`src/sgmpca_pkg.sv`:
```
package sgmpca_pkg;

   localparam int COST_W = 4;
   localparam int SUM_W = 10;
   localparam int PATH_W = 8;
   localparam int DISP_IDX_W = 6;
   localparam int CSR_ADDR_W = 3;
   localparam int CSR_DATA_W = 32;

   localparam logic [PATH_W-1:0] SMALL_STEP_RESET = 8'd10;
   localparam logic [PATH_W-1:0] LARGE_STEP_RESET = 8'd120;
   localparam logic [PATH_W-1:0] PATH_MAX = 8'hFF;
   localparam logic [SUM_W-1:0] SUM_MAX = 10'h3FF;

   // Register select is byte address bit 2.
   localparam logic REG_SMALL_STEP = 1'b0;
   localparam logic REG_LARGE_STEP = 1'b1;

   typedef struct packed {
      logic [PATH_W-1:0] small_step_penalty;
      logic [PATH_W-1:0] large_step_penalty;
   } penalty_cfg_type;

   typedef struct packed {
      logic first_disp;
      logic last_disp;
      logic edge_pixel;
   } path_ctrl_type;

endpackage

```
`src/sgmpca_csr.sv`:
```
module sgmpca_csr (
   input  logic                                 clock,
   input  logic                                 reset,
   input  logic                                 csr_psel,
   input  logic                                 csr_penable,
   input  logic                                 csr_pwrite,
   input  logic [sgmpca_pkg::CSR_ADDR_W-1:0]    csr_paddr,
   input  logic [sgmpca_pkg::CSR_DATA_W-1:0]    csr_pwdata,
   output logic [sgmpca_pkg::CSR_DATA_W-1:0]    csr_prdata,
   output logic                                 csr_pready,
   output sgmpca_pkg::penalty_cfg_type          cfg
);
   import sgmpca_pkg::*;

   penalty_cfg_type cfg_ff;
   penalty_cfg_type cfg_in;
   logic            wr_en;

   assign wr_en = csr_psel & csr_penable & csr_pwrite;
   assign csr_pready = 1'b1;
   assign cfg = cfg_ff;

   always_comb begin
      cfg_in = cfg_ff;
      if (wr_en) begin
         unique case (csr_paddr[2])
            REG_SMALL_STEP: cfg_in.small_step_penalty = csr_pwdata[PATH_W-1:0];
            REG_LARGE_STEP: cfg_in.large_step_penalty = csr_pwdata[PATH_W-1:0];
            default: cfg_in = cfg_ff;
         endcase
      end
   end

   always_comb begin
      unique case (csr_paddr[2])
         REG_SMALL_STEP: csr_prdata = {{(CSR_DATA_W-PATH_W){1'b0}}, cfg_ff.small_step_penalty};
         REG_LARGE_STEP: csr_prdata = {{(CSR_DATA_W-PATH_W){1'b0}}, cfg_ff.large_step_penalty};
         default: csr_prdata = '0;
      endcase
   end

   always_ff @(posedge clock) begin
      if (reset) begin
         cfg_ff.small_step_penalty <= SMALL_STEP_RESET;
         cfg_ff.large_step_penalty <= LARGE_STEP_RESET;
      end else begin
         cfg_ff <= cfg_in;
      end
   end

endmodule

```
`src/sgmpca_prev_line.sv`:
```
module sgmpca_prev_line #(
   parameter int DEPTH = 64
) (
   input  logic                              clock,
   input  logic                              shift_en,
   input  logic [sgmpca_pkg::PATH_W-1:0]     path_in,
   output logic [sgmpca_pkg::PATH_W-1:0]     here_out,
   output logic [sgmpca_pkg::PATH_W-1:0]     up_out
);
   import sgmpca_pkg::*;

   // The previous pixel's path vector rotates past the head: entry 0 holds the
   // cost at the current disparity, entry 1 the one just above it. New costs
   // enter at the tail, so after a full pixel the line again starts at zero.
   logic [PATH_W-1:0] line_ff [DEPTH];

   assign here_out = line_ff[0];
   assign up_out = line_ff[1];

   always_ff @(posedge clock) begin
      if (shift_en) begin
         for (int i = 0; i < DEPTH - 1; i++) begin
            line_ff[i] <= line_ff[i+1];
         end
         line_ff[DEPTH-1] <= path_in;
      end
   end

endmodule

```
`src/sgmpca_path_calc.sv`:
```
module sgmpca_path_calc (
   input  sgmpca_pkg::penalty_cfg_type          cfg,
   input  sgmpca_pkg::path_ctrl_type            ctrl,
   input  logic [sgmpca_pkg::PATH_W-1:0]        old_here,
   input  logic [sgmpca_pkg::PATH_W-1:0]        old_up,
   input  logic [sgmpca_pkg::PATH_W-1:0]        held_low,
   input  logic [sgmpca_pkg::PATH_W-1:0]        prev_min,
   input  logic [sgmpca_pkg::COST_W-1:0]        step_cost,
   input  logic [sgmpca_pkg::SUM_W-1:0]         sum_in,
   input  logic                                 start_sum,
   output logic [sgmpca_pkg::PATH_W-1:0]        path_cost,
   output logic [sgmpca_pkg::SUM_W-1:0]         sum_out
);
   import sgmpca_pkg::*;

   logic [PATH_W:0]   low_cand;
   logic [PATH_W:0]   up_cand;
   logic [PATH_W:0]   jump_cand;
   logic [PATH_W:0]   best;
   logic [PATH_W+1:0] total;
   logic [PATH_W+1:0] prev_ext;
   logic [PATH_W+1:0] diff;
   logic [SUM_W:0]    sum_wide;

   assign low_cand = {1'b0, held_low} + {1'b0, cfg.small_step_penalty};
   assign up_cand = {1'b0, old_up} + {1'b0, cfg.small_step_penalty};
   assign jump_cand = {1'b0, prev_min} + {1'b0, cfg.large_step_penalty};
   assign prev_ext = {2'b0, prev_min};

   always_comb begin
      best = {1'b0, old_here};
      if (!ctrl.first_disp && low_cand < best) begin
         best = low_cand;
      end
      if (!ctrl.last_disp && up_cand < best) begin
         best = up_cand;
      end
      if (jump_cand < best) begin
         best = jump_cand;
      end
      total = {1'b0, best} + {{(PATH_W+2-COST_W){1'b0}}, step_cost};
      diff = (total < prev_ext) ? '0 : total - prev_ext;

      if (ctrl.edge_pixel) begin
         path_cost = {{(PATH_W-COST_W){1'b0}}, step_cost};
      end else if (diff > {2'b0, PATH_MAX}) begin
         path_cost = PATH_MAX;
      end else begin
         path_cost = diff[PATH_W-1:0];
      end

      if (start_sum) begin
         sum_wide = {{(SUM_W+1-PATH_W){1'b0}}, path_cost};
      end else begin
         sum_wide = {1'b0, sum_in} + {{(SUM_W+1-PATH_W){1'b0}}, path_cost};
      end
      sum_out = (sum_wide > {1'b0, SUM_MAX}) ? SUM_MAX : sum_wide[SUM_W-1:0];
   end

endmodule

```
`src/sgm_path_cost_aggregation_core.sv`:
```
// Semi-global matching path cost aggregation along one scan path. Items are the
// matching costs of one pixel, disparity 0 to DISPARITIES-1 in order, pixels in
// scan order, and every item gives one result: the path cost for that disparity
// plus the running sum. The core takes one item per clock unless rsp_ready
// holds results back, and each result passes the input register, then the
// result register; the rate is set by the single pass from the input register
// through the cost recurrence and four-way minimum into the result register. The
// previous pixel's path vector sits in a shift line of DISPARITIES entries that
// rotates once per item and needs no clearing after reset, so the first item
// after reset must start a line. Penalties P1 and P2 are at byte addresses 0
// and 4 and should be changed only while the core is idle.
module sgm_path_cost_aggregation_core #(
   parameter int DISPARITIES = 64
) (
   input  logic                                   clock,
   input  logic                                   reset,
   input  logic                                   req_valid,
   output logic                                   req_ready,
   input  logic [sgmpca_pkg::COST_W-1:0]          req_step_cost,
   input  logic [sgmpca_pkg::SUM_W-1:0]           req_sum_in,
   input  logic                                   req_line_start,
   input  logic                                   req_start_sum,
   output logic                                   rsp_valid,
   input  logic                                   rsp_ready,
   output logic [sgmpca_pkg::PATH_W-1:0]          rsp_path_cost,
   output logic [sgmpca_pkg::SUM_W-1:0]           rsp_sum_out,
   output logic [sgmpca_pkg::DISP_IDX_W-1:0]      rsp_disparity_index,
   output logic                                   rsp_pixel_done,
   input  logic                                   csr_psel,
   input  logic                                   csr_penable,
   input  logic                                   csr_pwrite,
   input  logic [sgmpca_pkg::CSR_ADDR_W-1:0]      csr_paddr,
   input  logic [sgmpca_pkg::CSR_DATA_W-1:0]      csr_pwdata,
   output logic [sgmpca_pkg::CSR_DATA_W-1:0]      csr_prdata,
   output logic                                   csr_pready
);
   import sgmpca_pkg::*;

   localparam int CNT_W = $clog2(DISPARITIES);
   localparam logic [CNT_W-1:0] LAST_DISP = CNT_W'(DISPARITIES - 1);

   penalty_cfg_type cfg;
   path_ctrl_type   ctrl;

   // Input register.
   logic              s1_valid_ff, s1_valid_in;
   logic [COST_W-1:0] s1_cost_ff;
   logic [SUM_W-1:0]  s1_sum_ff;
   logic              s1_line_ff;
   logic              s1_start_ff;

   // Recurrence state.
   logic [CNT_W-1:0]  cnt_ff, cnt_in;
   logic              edge_ff, edge_in;
   logic [PATH_W-1:0] held_ff, held_in;
   logic [PATH_W-1:0] prev_min_ff, prev_min_in;
   logic [PATH_W-1:0] run_min_ff, run_min_in;

   // Result register.
   logic                  rsp_valid_ff, rsp_valid_in;
   logic [PATH_W-1:0]     path_ff;
   logic [SUM_W-1:0]      sum_ff;
   logic [DISP_IDX_W-1:0] disp_ff;
   logic                  done_ff;

   logic                  rsp_load;
   logic                  s1_move;
   logic                  req_take;
   logic [PATH_W-1:0]     old_here;
   logic [PATH_W-1:0]     old_up;
   logic [PATH_W-1:0]     path_cost;
   logic [SUM_W-1:0]      sum_out;
   logic [PATH_W-1:0]     run_min_upd;
   logic [CNT_W+DISP_IDX_W-1:0] disp_ext;

   assign rsp_load = !rsp_valid_ff || rsp_ready;
   assign s1_move = s1_valid_ff && rsp_load;
   assign req_ready = !s1_valid_ff || rsp_load;
   assign req_take = req_valid && req_ready;

   assign ctrl.first_disp = (cnt_ff == '0);
   assign ctrl.last_disp = (cnt_ff == LAST_DISP);
   // Line start is sampled at disparity 0 and holds for the rest of the pixel.
   assign ctrl.edge_pixel = ctrl.first_disp ? s1_line_ff : edge_ff;

   assign disp_ext = {{DISP_IDX_W{1'b0}}, cnt_ff};
   assign run_min_upd = (path_cost < run_min_ff) ? path_cost : run_min_ff;

   sgmpca_csr u_csr (
      .clock       (clock),
      .reset       (reset),
      .csr_psel    (csr_psel),
      .csr_penable (csr_penable),
      .csr_pwrite  (csr_pwrite),
      .csr_paddr   (csr_paddr),
      .csr_pwdata  (csr_pwdata),
      .csr_prdata  (csr_prdata),
      .csr_pready  (csr_pready),
      .cfg         (cfg)
   );

   sgmpca_prev_line #(
      .DEPTH (DISPARITIES)
   ) u_prev_line (
      .clock    (clock),
      .shift_en (s1_move),
      .path_in  (path_cost),
      .here_out (old_here),
      .up_out   (old_up)
   );

   sgmpca_path_calc u_path_calc (
      .cfg       (cfg),
      .ctrl      (ctrl),
      .old_here  (old_here),
      .old_up    (old_up),
      .held_low  (held_ff),
      .prev_min  (prev_min_ff),
      .step_cost (s1_cost_ff),
      .sum_in    (s1_sum_ff),
      .start_sum (s1_start_ff),
      .path_cost (path_cost),
      .sum_out   (sum_out)
   );

   always_comb begin
      s1_valid_in = req_take || (s1_valid_ff && !s1_move);
      rsp_valid_in = s1_move || (rsp_valid_ff && !rsp_ready);
      cnt_in = cnt_ff;
      edge_in = edge_ff;
      held_in = held_ff;
      prev_min_in = prev_min_ff;
      run_min_in = run_min_ff;
      if (s1_move) begin
         edge_in = ctrl.edge_pixel;
         held_in = old_here;
         if (ctrl.last_disp) begin
            cnt_in = '0;
            prev_min_in = run_min_upd;
            run_min_in = PATH_MAX;
         end else begin
            cnt_in = cnt_ff + CNT_W'(1);
            run_min_in = run_min_upd;
         end
      end
   end

   always_ff @(posedge clock) begin
      if (reset) begin
         s1_valid_ff <= 1'b0;
         rsp_valid_ff <= 1'b0;
         cnt_ff <= '0;
         edge_ff <= 1'b0;
         held_ff <= '0;
         prev_min_ff <= PATH_MAX;
         run_min_ff <= PATH_MAX;
      end else begin
         s1_valid_ff <= s1_valid_in;
         rsp_valid_ff <= rsp_valid_in;
         cnt_ff <= cnt_in;
         edge_ff <= edge_in;
         held_ff <= held_in;
         prev_min_ff <= prev_min_in;
         run_min_ff <= run_min_in;
      end
   end

   always_ff @(posedge clock) begin
      if (req_take) begin
         s1_cost_ff <= req_step_cost;
         s1_sum_ff <= req_sum_in;
         s1_line_ff <= req_line_start;
         s1_start_ff <= req_start_sum;
      end
      if (s1_move) begin
         path_ff <= path_cost;
         sum_ff <= sum_out;
         disp_ff <= disp_ext[DISP_IDX_W-1:0];
         done_ff <= ctrl.last_disp;
      end
   end

   assign rsp_valid = rsp_valid_ff;
   assign rsp_path_cost = path_ff;
   assign rsp_sum_out = sum_ff;
   assign rsp_disparity_index = disp_ff;
   assign rsp_pixel_done = done_ff;

`ifndef SYNTHESIS
   a_done_on_last_disp: assert property (@(posedge clock) disable iff (reset)
      rsp_valid && rsp_pixel_done |-> rsp_disparity_index == DISP_IDX_W'(DISPARITIES - 1))
      else $error("pixel_done on a disparity other than the last");

   a_sum_covers_path: assert property (@(posedge clock) disable iff (reset)
      rsp_valid |-> rsp_sum_out >= {{(SUM_W-PATH_W){1'b0}}, rsp_path_cost})
      else $error("sum_out below path_cost");

   a_run_min_cleared: assert property (@(posedge clock) disable iff (reset)
      s1_move && ctrl.last_disp |=> run_min_ff == PATH_MAX)
      else $error("running minimum not restarted after the last disparity");

   a_counter_steps: assert property (@(posedge clock) disable iff (reset)
      s1_move && !ctrl.last_disp |=> cnt_ff == $past(cnt_ff) + CNT_W'(1))
      else $error("disparity counter did not advance with the item");
`endif

endmodule

```
`config.mk`:
```
export PLATFORM = sky130hd
export DESIGN_NAME = sgm_path_cost_aggregation_core
export DESIGN_NICKNAME = d
export VERILOG_FILES = /design/src/sgmpca_pkg.sv /design/src/sgmpca_csr.sv /design/src/sgmpca_prev_line.sv /design/src/sgmpca_path_calc.sv /design/src/sgm_path_cost_aggregation_core.sv
export SDC_FILE = /design/constraint.sdc
export NUM_CORES = 1
export LEC_CHECK = 0
export BUFFER_PORTS_ARGS = -buffer_cell sky130_fd_sc_hd__buf_4
export CORE_UTILIZATION = 59
export CTS_BUF_LIST = sky130_fd_sc_hd__clkbuf_4 sky130_fd_sc_hd__clkbuf_8
export DETAILED_ROUTE_END_ITERATION = 12
export PLACE_DENSITY = 0.77
export SKIP_LAST_GASP = 1
export SYNTH_ARGS = -nofsm -noshare
export SYNTH_HDL_FRONTEND = slang
export SYNTH_SLANG_ARGS = --single-unit
```
`constraint.sdc`:
```
create_clock -name clock -period 25.3 [get_ports clock]
set_input_delay 5.06 -clock clock [delete_from_list [all_inputs] [get_ports clock]]
set_output_delay 5.06 -clock clock [all_outputs]
set_load 0.02 [all_outputs]
```
Word-level counts from Yosys, hierarchy flattened
Memories as Yosys holds them, arrays and structs flattened.
Cells that the tools add are included.
{"block": "classes", "n_addsub": 7, "order_cmp": 7, "eq_ne": 1, "mux": 14, "n_bitwise": 3, "n_reduce_logical": 20}
{"op": "case mux 32 bit (2 select lines)", "n": 1}
{"op": "2-to-1 mux 8 bit", "n": 4}
{"op": "adder 8 x 8 -> 9 bit", "n": 3}
{"op": "2-to-1 mux 9 bit", "n": 3}
{"op": "less-than comparator 9 bit", "n": 2}
{"op": "adder 10 x 8 -> 11 bit", "n": 1}
{"op": "> comparator 11 x 10 -> 1 bit (second input constant)", "n": 1}
{"op": "2-to-1 mux 11 bit", "n": 1}
{"op": "adder 9 x 4 -> 10 bit", "n": 1}
{"op": "> comparator 10 x 8 -> 1 bit (second input constant)", "n": 1}
{"op": "less-than comparator 10 x 8 -> 1 bit", "n": 1}
{"op": "2-to-1 mux 10 bit", "n": 1}
{"op": "subtractor 10 x 8 -> 10 bit", "n": 1}
{"op": "less-than comparator 9 x 8 -> 1 bit", "n": 1}
{"op": "less-than comparator 8 bit", "n": 1}
{"op": "adder 6 x 1 -> 6 bit (second input constant)", "n": 1}
{"op": "== test 6 bit (second input constant)", "n": 1}
{"op": "logical AND 1 bit", "n": 6}
{"op": "logical NOT 1 bit", "n": 6}
{"op": "logical NOT 6 bit", "n": 1}
{"op": "2-to-1 mux 6 bit", "n": 1}
{"op": "AND reduction 2 bit", "n": 3}
{"op": "logical OR 1 bit", "n": 4}
{"op": "2-to-1 mux 1 bit", "n": 3}
{"op": "2 further kinds", "n": 3}
{"block": "totals", "regBits": 90, "ram_bits": 512, "inputBits": 58, "elab_cells": 70, "memories": 1}
{"memory": "u_prev_line.line_ff", "depth": 64, "word_bits": 8, "rd": 64, "rd_clocked_by_memory_dff": 0, "wr": 64, "line": "sgmpca_prev_line.sv:15", "rtl": "logic [PATH_W-1:0] line_ff [DEPTH];"}

Logic depth before layout (Yosys ltp)
Gate-level depths: netlist of the first run.
{"block": "depth", "word_depth": 18, "mapped_depth": 62, "mapped_depth_nobuf": 59}

By module
Synthesis of the first run repeated with hierarchy kept, for this count alone.
{"block": "unflattened", "cells_unflattened": 1293, "hier_area_um2": 22621.7}
{"module": "sgmpca_prev_line", "n_inst": 1, "cells_per_inst": 528, "area_each_um2": 15494.9}
{"module": "sgmpca_path_calc", "n_inst": 1, "cells_per_inst": 425, "area_each_um2": 3210.6}
{"module": "sgm_path_cost_aggregation_core", "n_inst": 1, "cells_per_inst": 236, "area_each_um2": 2929.1}
{"module": "sgmpca_csr", "n_inst": 1, "cells_per_inst": 104, "area_each_um2": 987.2}

Least setup slack after synthesis of the first run
No wires, ideal clock.
{"block": "synth_timing", "path_type": "input to register", "start": "input port rsp_ready", "end": "register disp_ff[0] (netlist: rsp_disparity_index[0]) (enable)", "arrival_ns": 19.933, "setup_slack_ns": 4.268, "path_stages": 5, "n_path_buf": 2, "cell_sequence": "nor2b_1 > nand2b_1 > clkbuf_1 > inv_1 > buf_1"}
{"block": "synth_via", "elab_chain_len": 2}
{"item": "from (decl)", "line": "sgm_path_cost_aggregation_core.sv:24", "rtl": "input logic rsp_ready,"}
{"item": "logical OR 1 bit", "line": "sgm_path_cost_aggregation_core.sv:76", "rtl": "assign rsp_load = !rsp_valid_ff || rsp_ready;"}
{"item": "logical AND 1 bit", "line": "sgm_path_cost_aggregation_core.sv:77", "rtl": "assign s1_move = s1_valid_ff && rsp_load;"}
{"item": "net s1_move", "line": "sgm_path_cost_aggregation_core.sv:67", "rtl": "logic s1_move;"}
{"item": "to (signal assigned)", "line": "sgm_path_cost_aggregation_core.sv:178", "rtl": "disp_ff <= disp_ext[DISP_IDX_W-1:0];"}
{"item": "to (decl)", "line": "sgm_path_cost_aggregation_core.sv:63", "rtl": "logic [DISP_IDX_W-1:0] disp_ff;"}
The timed path passes the listed nets, and every way through them passes these cells.
A chain may end at the register's enable or synchronous reset.

Worst setup path after layout of the first run
{"block": "layout_timing", "start": "register u_csr.cfg_ff (netlist bit u_csr.cfg[8])", "end": "register sum_ff[5] (netlist: rsp_sum_out[5]), data pin"}
{"block": "layout_via", "elab_chain_len": 18, "elab_cells_between_ends": 20, "classes_between": "5 x add/sub; 6 x order compare; 7 x mux; 2 x reduce/logical"}
{"item": "from (decl)", "line": "sgmpca_csr.sv:15", "rtl": "penalty_cfg_type cfg_ff;"}
{"item": "from (signal assigned)", "line": "sgmpca_csr.sv:47", "rtl": "cfg_ff <= cfg_in;"}
{"item": "adder 8 x 8 -> 9 bit", "line": "sgmpca_path_calc.sv:25", "rtl": "assign low_cand = {1'b0, held_low} + {1'b0, cfg.small_step_penalty};"}
{"item": "less-than comparator 9 x 8 -> 1 bit", "line": "sgmpca_path_calc.sv:32", "rtl": "if (!ctrl.first_disp && low_cand < best) begin"}
{"item": "logical AND 1 bit", "line": "sgmpca_path_calc.sv:32"}
{"item": "2-to-1 mux 9 bit", "line": "sgmpca_path_calc.sv:32"}
{"item": "less-than comparator 9 bit", "line": "sgmpca_path_calc.sv:35", "rtl": "if (!ctrl.last_disp && up_cand < best) begin"}
{"item": "logical AND 1 bit", "line": "sgmpca_path_calc.sv:35"}
{"item": "2-to-1 mux 9 bit *", "line": "sgmpca_path_calc.sv:35"}
{"item": "less-than comparator 9 bit", "line": "sgmpca_path_calc.sv:38", "rtl": "if (jump_cand < best) begin"}
{"item": "[... 3 more ...]"}
{"item": "2-to-1 mux 10 bit *", "line": "sgmpca_path_calc.sv:42", "rtl": "diff = (total < prev_ext) ? '0 : total - prev_ext;"}
{"item": "> comparator 10 x 8 -> 1 bit", "line": "sgmpca_path_calc.sv:46", "rtl": "end else if (diff > {2'b0, PATH_MAX}) begin"}
{"item": "2-to-1 mux 8 bit *", "line": "sgmpca_path_calc.sv:46"}
{"item": "2-to-1 mux 8 bit *", "line": "sgmpca_path_calc.sv:44", "rtl": "if (ctrl.edge_pixel) begin"}
{"item": "net path_cost[0]", "line": "sgm_path_cost_aggregation_core.sv:71", "rtl": "logic [PATH_W-1:0] path_cost;"}
{"item": "adder 10 x 8 -> 11 bit", "line": "sgmpca_path_calc.sv:55", "rtl": "sum_wide = {1'b0, sum_in} + {{(SUM_W+1-PATH_W){1'b0}}, path_cost};"}
{"item": "2-to-1 mux 11 bit *", "line": "sgmpca_path_calc.sv:52", "rtl": "if (start_sum) begin"}
{"item": "> comparator 11 x 10 -> 1 bit", "line": "sgmpca_path_calc.sv:57", "rtl": "sum_out = (sum_wide > {1'b0, SUM_MAX}) ? SUM_MAX : sum_wide[SUM_W-1:0];"}
{"item": "to (signal assigned)", "line": "sgm_path_cost_aggregation_core.sv:177", "rtl": "sum_ff <= sum_out;"}
{"item": "to (decl)", "line": "sgm_path_cost_aggregation_core.sv:62", "rtl": "logic [SUM_W-1:0] sum_ff;"}
Mark *: on every way through the listed nets, which the timed path passes. The rest lies on a longest branch.

==> results of run 1 <==
metal layers:
layer	track usage	wire length, um	vias to the layer above
li1	-	-	5021
met1	0.277	16700	5098
met2	0.260	14800	260
met3	0.0504	2040	71
met4	0.0784	998	0
met5	0	0	-
synth_stat cells (16+ instances only):
library cell / instances / area [um^2]
xnor2_1: 18 / 158
dfxtp_1: 49 / 981
nor2b_1: 16 / 100
nor2_1: 59 / 221
nand2_1: 65 / 244
edfxtp_1: 545 / 16400
buf_4: 25 / 188
o21ai_0: 31 / 155
nor3_1: 24 / 120
inv_1: 45 / 169
a21oi_1: 56 / 280
ha_1: 76 / 951
mux2i_1: 20 / 200
worst max path at each step:
stage	endpoint	slack (ns)	cells after the start
3_5_place_dp	rsp_sum_out[5]	11.60	56
4_1_cts	rsp_sum_out[5]	11.53	56
3_3_place_gp	rsp_sum_out[5]	11.81	56
2_1_floorplan	rsp_disparity_index[0]	4.27	5
6_report	rsp_sum_out[5]	11.49	56
5_1_grt	rsp_sum_out[4]	10.54	56
flip-flops by register name, summed over array words and instances (netlist names):
register / cells
rsp_sum_out: 10
s1_sum_ff: 10
run_min_ff: 8
u_prev_line.line_ff: 504
s1_start_ff: 1
rsp_path_cost: 8
rsp_pixel_done: 1
s1_line_ff: 1
held_ff: 8
edge_ff: 1
cnt_ff: 6
u_csr.cfg: 16
prev_min_ff: 8
s1_cost_ff: 4
s1_valid_ff: 1
rsp_disparity_index: 6
rsp_valid: 1
where the power goes:
part           switching (uW)  total (uW)  internal [uW]  leakage, uW
Clock                     344         760            416     0.000934
Combinational             141         229           88.1      0.00257
Sequential               15.4        1130           1120      0.00516
Total                     500        2120           1620      0.00866
cells in the final DEF (no fill, tap or decap), types with 11 or more instances in the layout:
cell | Yosys | layout
clkinv_1 | 0 | 11
inv_1 | 45 | 44
clkbuf_8 | 0 | 95
clkinv_2 | 0 | 11
nor2_1 | 59 | 59
conb_1 | 2 | 26
ha_1 | 76 | 76
dfxtp_1 | 49 | 49
o21ai_0 | 31 | 31
mux2i_1 | 20 | 20
xor2_1 | 12 | 12
nor2b_1 | 16 | 16
a211o_1 | 12 | 12
xnor2_1 | 18 | 18
nand2_1 | 65 | 65
buf_4 | 25 | 71
edfxtp_1 | 545 | 545
a21oi_1 | 56 | 56
nor3_1 | 24 | 24
clkbuf_4 | 0 | 33
a211oi_1 | 11 | 11
a21o_1 | 12 | 12
worst max-delay path, delay by kind of cell, from the launching register on:
kind | cells | cell delay (ns)
xor+xnor | 2 | 0.32
buf+inv | 2 | 0.16
mux | 3 | 1.06
fa+ha+maj | 10 | 2.90
simple gates | 10 | 1.92
compound gates | 29 | 6.74
flops | 1 | 0.37
cells by family (layout without fill, tap and decap cells):
group / Yosys count / in the layout
flops: 594 / 594
other cells: 2 / 26
xor+xnor: 30 / 30
compound gates: 186 / 186
mux: 35 / 35
simple gates: 230 / 230
buf+inv: 91 / 275
fa+ha+maj: 82 / 82
stage by stage:
step	total power, uW	cells	hold slack, ns	instance area (um^2)	worst slack (ns)
floorplan	1350	1274	0.400	22100	4.27
global placement	1370	1769	0.404	23000	11.81
detailed placement	1380	1769	0.405	23000	11.60
CTS	2150	1926	0.395	24700	11.53
global route	2220	1926	0.387	24700	10.54
finish	2120	1926	0.398	24700	11.49
area by class of cell:
class	instances	area share
Sequential cell	594	0.702
Multi-Input combinational cell	589	0.174
Clock inverter	29	0.00805
Tap cell	468	0.0237
Clock buffer	128	0.0629
Inverter	46	0.00729
Timing Repair Buffer	72	0.0224
==> metrics, run 1 <==
outcome finished, final reports clean; Worst setup SP type flop; largest net degree at the start of global routing 188; Data required, critical path 25.67 ns; yosys warns 0; Final Max Slew Viols 0; number of max-cap violations 0; Seq/Total Area, Yosys 0.788; Synth Area in Adders 0.0487; #FFs+latches synth a little under 600; Global Route Usage Sum 0.186; minimum clock period 13.81 ns; Post-Syn Area per Cell around 18 um^2; Routed WL 34,600 um; Post-Synth Simple-Gate Area 0.0519; Max Clk Rate 72.4 MHz; Post-Syn Area 22,000 um^2; Total Neg Setup Slack 0 ns; register area 17,300 um^2; Routed Antenna Nets 0; grt total ovfl 0; vias in the first global route 10.2k; drt first pass iters 5; largest family of logic cells by synthesized area compound AO/OA/AOI/OAI gates; Hold WC Path Type flop to flop; share of layout cells above drive strength 1 0.178; Iter 0 DRT Violations 719; worst hold stages 0; Clock Skew 0.0264 ns; CP endpoint kind flop; synth unique cells 76; Clock Path Buffers 3; first-pass GRT wire length 54,200 um; row count 70; post-DP HPWL 20,800 um; cell mode on critical path ha_1; Fillers 2,350; hold endpoint u_prev_line.line_ff[42][6]; crit path DAT 14.18 ns; crit path max fanout 13; Worst R2R Path Depth 56; Die Wd 195 um; Synth Area in XOR/XNOR 0.0119; final setup fails 0; area grow syn2layout 12.3%; min-delay src u_prev_line.line_ff[43][6]; main flop type after synthesis edfxtp_1; Sink Count between 500 and 600; Fin. Hold Viols 0; CTS tree built; IO Pins approximately 120; Core Footprint 36,700 um^2; Post-CTS Setup Inserts 0; final core occ 0.674; Vias ~10k; H-tree depth reported by CTS 3; DRC viols 0; ANT cells 0; Layout Nets 1,533; P_leak 0.00866 uW; post-synthesis compound-gate area fraction 0.0600; Pwr Density ~86 nW/um^2; initial core utilization 0.600; maximum vdd ir drop 0.0724 mV; clock-pin slew on the worst setup and hold paths 0.07 ns; r2r startpoint u_csr.cfg[8]; Root Buffer clkbuf_8; Cells after Synth 1,250; DIE AREA 38,100 um^2; Vias/cell 5.43; crit path from u_csr.cfg[8]; final period utilization 0.546; Setup CP Type flop to flop; Least-Margin Pin Slew 1.02 ns; initial antenna violation count 1; Routed WL per cell between 15 and 20 um; Post-synth ARST share 0; Die Ht 195 um; RSZ-0062 raised after global routing no; r2r setup slk between 10 and 15 ns; Post-synth EDFFs about 550; mux cell area share after synthesis 0.0182; RD Place Congestion 0.887; Hold-fix buffers, CTS 0; critical path's slowest cell a2111o_1; Num CTS Buffers 90; clock latency on the worst-skew pair 0.64 ns; max_slew headroom 0.319; max incr delay on CP 0.47 ns; Resized cells post-CTS 0; Critical R2R Capture rsp_sum_out[5]; PortBufs 66; multi-input logic area 4300 um^2
Note: power is estimated with default switching activity, not from simulation.
==> inputs of run 2 (changes only) <==
- clock period: 25.3 -> 13 ns (I/O delays scaled with it)
==> metrics, run 2 (synthesized netlist as in run 1, its figures left out) <==
outcome finished, final reports clean (unchanged); final core occ 0.684 (was 0.674); DRC viols 0 (unchanged); Buf+Inv Stages, Crit Path 4 (was 2); drt first pass iters 5 (unchanged); share of layout cells above drive strength 1 0.209 (was 0.178); initial core utilization 0.600 (unchanged); Die Ht 195 um (unchanged); Final Max Slew Viols 0 (unchanged); Worst R2R Path Depth 55 (was 56); Biggest register u_prev_line.line_ff (unchanged); CTS tree built (unchanged); max_slew headroom 0.259 (was 0.319); cell area after layout 25,100 um^2 (was 24,700 um^2); vias in the first global route 10.5k (was 10.2k); maximum vdd ir drop 0.116 mV (was 0.0724 mV); final setup fails 0 (unchanged); P_sw 1000 uW (was 500 uW); P_leak 0.00883 uW (was 0.00866 uW); P_int 3150 uW (was 1620 uW); Sw Share 0.242 (was 0.236); Comb power frac 0.123 (was 0.108); Vias 10.7k (was 10.5k); max reg flops 504 (unchanged); initial antenna violation count 0 (was 1); Root Buffer clkbuf_8 (unchanged); Layout Nets 1,575 (was 1,533); ANT cells 0 (unchanged); most frequent cells in the layout edfxtp_1, buf_4, clkbuf_8 (was edfxtp_1, clkbuf_8, ha_1); Pwr Density 165 nW/um^2 (was 85.9 nW/um^2); Setup CP Type flop to flop (unchanged); row count 70 (unchanged); IO Pins 118 (unchanged); crit path max fanout 9 (was 13); area of placed instances 23,200 um^2 (was 23,000 um^2); clock-pin slew on the worst setup and hold paths 0.06 ns (was 0.07 ns); Die Wd 195 um (unchanged); post-route insts no fill 1,969 (was 1,926); Data required, critical path 13.36 ns (was 25.67 ns); Core Footprint 36,700 um^2 (unchanged); Clock power frac 0.346 (was 0.358); Hold WC Path Type flop to flop (unchanged); Clock Path Buffers 3 (unchanged); minimum clock period 12.38 ns (was 13.81 ns); number of max-cap violations 0 (unchanged); Vias/cell 5.45 (was 5.43); Least-Margin Pin Slew 1.11 ns (was 1.02 ns); dpl cells 1,797 (was 1,769); Iter 0 DRT Violations 709 (was 719); CP endpoint kind flop (unchanged); worst hold stages 0 (unchanged); DIE AREA 38,100 um^2 (unchanged); crit path DAT 12.74 ns (was 14.18 ns); commonest non-fill, non-tap cell in the layout edfxtp_1 (unchanged); critical path's slowest cell fa_1 (was a2111o_1); Routed WL per cell 17.7 um (was 18.0 um); Max Clk Rate 80.7 MHz (was 72.4 MHz); grt total ovfl 0 (unchanged); cell mode on critical path ha_1 (unchanged); Worst setup SP type flop (unchanged); Global Route Usage Sum 0.184 (was 0.186); Num CTS Buffers 89 (was 90); Sink Count 594 (unchanged); clock latency on the worst-skew pair 0.62 ns (was 0.64 ns); Clock Skew 0.0278 ns (was 0.0264 ns); critical path's top delay family compound AO/OA/AOI/OAI gates (unchanged); H-tree depth reported by CTS 3 (unchanged); largest net degree at the start of global routing 137 (was 188); post-DP HPWL 20,700 um (was 20,800 um); Reg power frac 0.531 (was 0.534); RD Place Congestion 0.883 (was 0.887); area grow syn2layout 14.1% (was 12.3%); first-pass GRT wire length 54,300 um (was 54,200 um); max incr delay on CP 0.53 ns (was 0.47 ns); final period utilization 0.953 (was 0.546); Routed WL 34,800 um (was 34,600 um); Routed Antenna Nets 0 (unchanged); Fin. Hold Viols 0 (unchanged); r2r setup slk 0.62 ns (was 11.49 ns); Total Neg Setup Slack 0 ns (unchanged); PortBufs 66 (unchanged); number of cells on the critical path 55 (was 56)
==> run 2: power groups by stage <==
stage | registers (uW) | clock network [uW] | logic [uW]
floorplan | 2270 | 0 | 328
global placement | 2240 | 0 | 466
detailed placement | 2240 | 0 | 480
CTS | 2210 | 1490 | 486
global route | 2210 | 1570 | 563
finish | 2210 | 1440 | 511
==> run 2: per-stage QoR <==
stage	setup slack (ns)	total power (uW)	hold slack, ns
final	0.615	4150	0.399
after global routing	-0.0980	4340	0.418
after CTS	0.114	4180	0.408
after detailed placement	0.0721	2720	0.405
after global placement	0.380	2710	0.401
after floorplan	0.988	2600	0.400
==> run 2: layer usage <==
| layer | share of wire | vias to the layer above | wire length, um | global-route usage |
|---|---|---|---|---|
| met1 | 0.47 | 5263 | 16500 | 0.269 |
| met4 | 0.031 | 0 | 1070 | 0.0808 |
| met3 | 0.054 | 75 | 1860 | 0.0432 |
| met2 | 0.44 | 282 | 15400 | 0.267 |
| met5 | 0 | - | 0 | 0 |
| li1 | - | 5108 | - | - |
==> run 2: worst paths after layout <==
check                                             endpoint                        from
worst max register to register              rsp_sum_out[6]                u_csr.cfg[8]
worst min-delay path            u_prev_line.line_ff[15][5]  u_prev_line.line_ff[16][5]
worst min register to register  u_prev_line.line_ff[15][5]  u_prev_line.line_ff[16][5]
worst max-delay path                        rsp_sum_out[6]                u_csr.cfg[8]
==> run 2: area by class of cell <==
| cell class | instances | area, um^2 |
|---|---|---|
| clock buffer | 112 | 1410 |
| clock inverter | 45 | 279 |
| fill | 2285 | 11600 |
| inverter | 46 | 180 |
| multi-input combinational | 589 | 4450 |
| sequential | 594 | 17300 |
| tap | 468 | 586 |
| timing repair buffer | 115 | 863 |
==> run 2: worst register-to-register path: cells and delay by family, from the launching register on <==
family | cells | cell delay (ns)
buffers and inverters | 4 | 0.45
XOR/XNOR | 1 | 0.19
AO/OA/AOI/OAI | 24 | 4.92
adder cells (fa/ha/maj) | 10 | 3.11
flip-flops | 1 | 0.35
multiplexers | 3 | 0.80
AND/OR/NAND/NOR | 13 | 2.35
==> run 2: what timing repair did <==
| item | 4_1_cts | 5_1_grt |
|---|---|---|
| setup endpoints to repair | 1 | 26 |
| resized for setup | 1 | 34 |
| pin swaps | 0 | 10 |
| hold endpoints to repair | 0 | 0 |
| hold buffers | 0 | 0 |
| setup buffers | 0 | 15 |
==> inputs of run 3 (changes only) <==
- CORE_UTILIZATION: 59 -> 57
- PLACE_DENSITY: 0.77 -> 0.78
- clock period: 13 -> 10.7 ns (I/O delays scaled with it)
==> metrics, run 3 (synthesized netlist as in run 1, its figures left out) <==
outcome complete, but fails checks (was finished, final reports clean); Max Clk Rate 87.9 MHz (was 80.7 MHz); Critical R2R Capture rsp_sum_out[0] (was rsp_sum_out[6]); r2r setup slk -0.68 ns (was 0.62 ns); Total Neg Setup Slack -11.94 ns (was 0 ns); CTS tree built (unchanged); Clock Skew 0.0326 ns (was 0.0278 ns); max_slew headroom 0.163 (was 0.259); row count 71 (was 70); H-tree depth reported by CTS 3 (unchanged); min-delay src u_prev_line.line_ff[34][4] (was u_prev_line.line_ff[16][5]); Worst setup SP type flop (unchanged); Core Footprint 37,800 um^2 (was 36,700 um^2); Num CTS Buffers 86 (was 89); Routed WL 40,200 um (was 34,800 um); maximum vdd ir drop 0.141 mV (was 0.116 mV); Pwr Density 201 nW/um^2 (was 165 nW/um^2); worst hold stages 0 (unchanged); critical path's slowest cell a2111o_1 (was fa_1); RSZ-0062 raised after global routing yes; Least-Margin Pin Slew 1.26 ns (was 1.11 ns); clock latency on the worst-skew pair 0.63 ns (was 0.62 ns); grt total ovfl 0 (unchanged); initial core utilization 0.582 (was 0.600); hold endpoint u_prev_line.line_ff[33][4] (was u_prev_line.line_ff[15][5]); commonest non-fill, non-tap cell in the layout edfxtp_1 (unchanged); Biggest register u_prev_line.line_ff (unchanged); DRC viols 0 (unchanged); vias in the first global route 11.7k (was 10.5k); area grow syn2layout 22.3% (was 14.1%); setup slack after layout -0.679 ns (was 0.615 ns); Vias/cell 5.34 (was 5.45); Fillers 2,292 (was 2,285); r2r startpoint u_csr.cfg[12] (was u_csr.cfg[8]); clock-pin slew on the worst setup and hold paths 0.08 ns (was 0.06 ns); initial antenna violation count 1 (was 0); Worst R2R Path Depth 59 (was 55); final setup fails 26 (was 0); Die Ht 199 um (was 195 um); largest net degree at the start of global routing 137 (unchanged); Sink Count 594 (unchanged); Routed WL per cell 18.6 um (was 17.7 um); Routed Antenna Nets 0 (unchanged); failing checks negative setup slack; share of layout cells above drive strength 1 0.325 (was 0.209); Clock Path Buffers 3 (unchanged); RD Place Congestion 0.888 (was 0.883); number of max-cap violations 0 (unchanged); Global Route Usage Sum 0.206 (was 0.184); Fin. Hold Viols 0 (unchanged); max incr delay on CP 0.42 ns (was 0.53 ns); post-DP HPWL 22,800 um (was 20,700 um); ANT cells 0 (unchanged); Power Total 5410 uW (was 4150 uW); CP endpoint kind flop (unchanged); Root Buffer clkbuf_8 (unchanged); Iter 0 DRT Violations 831 (was 709); P_leak 0.00967 uW (was 0.00883 uW); PortBufs 66 (unchanged); crit path max fanout 7 (was 9); first-pass GRT wire length 61,800 um (was 54,300 um); Setup CP Type flop to flop (unchanged); crit path DAT 11.73 ns (was 12.74 ns); final core occ 0.712 (was 0.684); Vias 11.5k (was 10.7k); Hold WC Path Type flop to flop (unchanged); minimum clock period 11.38 ns (was 12.38 ns); DIE AREA 39,400 um^2 (was 38,100 um^2); Data required, critical path 11.06 ns (was 13.36 ns); max reg flops 504 (unchanged); most frequent cells in the layout edfxtp_1, buf_4, clkbuf_8 (unchanged); drt first pass iters 6 (was 5); IO Pins 118 (unchanged); Layout Nets 1,717 (was 1,575); final period utilization 1.06 (was 0.953); cell mode on critical path o21ai_2 (was ha_1); area of placed instances 24,000 um^2 (was 23,200 um^2); Die Wd 199 um (was 195 um); cell area after layout 26,900 um^2 (was 25,100 um^2); Final Max Slew Viols 0 (unchanged)
[run 3: cell types whose count changed in the layout (fill, tap and decap cells not counted), sizes merged]
cell | before | now
buf | 115 | 259
clkbuf | 112 | 108
clkinvlp | 5 | 6
and4b | 1 | 2
bufinv | 2 | 4
clkinv | 35 | 39
[run 3: area by class of cell]
type	instances	area, um^2	area share
flip-flops and latches	594	17400	0.644
multi-input cells	590	5020	0.187
clock inverters	52	359	0.0133
repair buffers	259	2020	0.0750
inverters	46	183	0.00678
clock buffers	108	1360	0.0503
well taps	511	639	0.0237
[run 3: worst max-delay path: cells and delay by family, from the launching register on]
family                     cells  cell delay, ns
AOI/OAI and AO/OA             27            4.70
and+or+nand+nor               13            2.19
adders and majority gates      8            2.02
muxes                          3            0.82
buffers and inverters          6            0.67
DFF                            1            0.41
xor gates and xnor gates       2            0.29
[run 3: per-stage QoR]
step	hold slack, ns	setup WS (ns)	cells
final	0.388	-0.679	2160
after CTS	0.405	-0.636	2138
after detailed placement	0.405	-1.01	1927
after floorplan	0.400	-0.194	1274
after global routing	0.402	-1.14	2160
after global placement	0.403	-0.712	1927
[run 3: power breakdown]
group	internal, uW	leakage [uW]	switching (uW)
sequential	2640	0.00516	37.4
clock	939	0.000885	847
combinational	468	0.00363	474
total	4050	0.00967	1360
[run 3: metal layers]
metal / part of all wire / global-route usage / wire length (um) / vias to the layer above
li1: - / - / - / 5401
met1: 0.45 / 0.279 / 18000 / 5750
met2: 0.47 / 0.327 / 18900 / 285
met3: 0.047 / 0.0414 / 1880 / 108
met4: 0.034 / 0.0875 / 1380 / 0
met5: 0 / 0 / 0 / -
[run 3: how the worst max path moves through the flow]
| stage | to | from | depth (start not counted) |
|---|---|---|---|
| finish | rsp_sum_out[0] | u_csr.cfg[12] | 59 |
| global route | rsp_sum_out[0] | u_csr.cfg[8] | 61 |
| CTS | rsp_sum_out[0] | u_csr.cfg[8] | 58 |
| detailed placement | rsp_sum_out[3] | u_csr.cfg[9] | 55 |
| global placement | rsp_sum_out[3] | held_ff[0] | 56 |
| floorplan | rsp_sum_out[3] | u_csr.cfg[8] | 58 |
[run 3: repair_timing]
action / 4_1_cts / 5_1_grt
pin swaps: 47 / 64
setup buffers: 53 / 24
hold endpoints to repair: 0 / 0
setup endpoints to repair: 26 / 26
resized for setup: 71 / 52
cloned: 2 / 0
hold buffers: 0 / 0
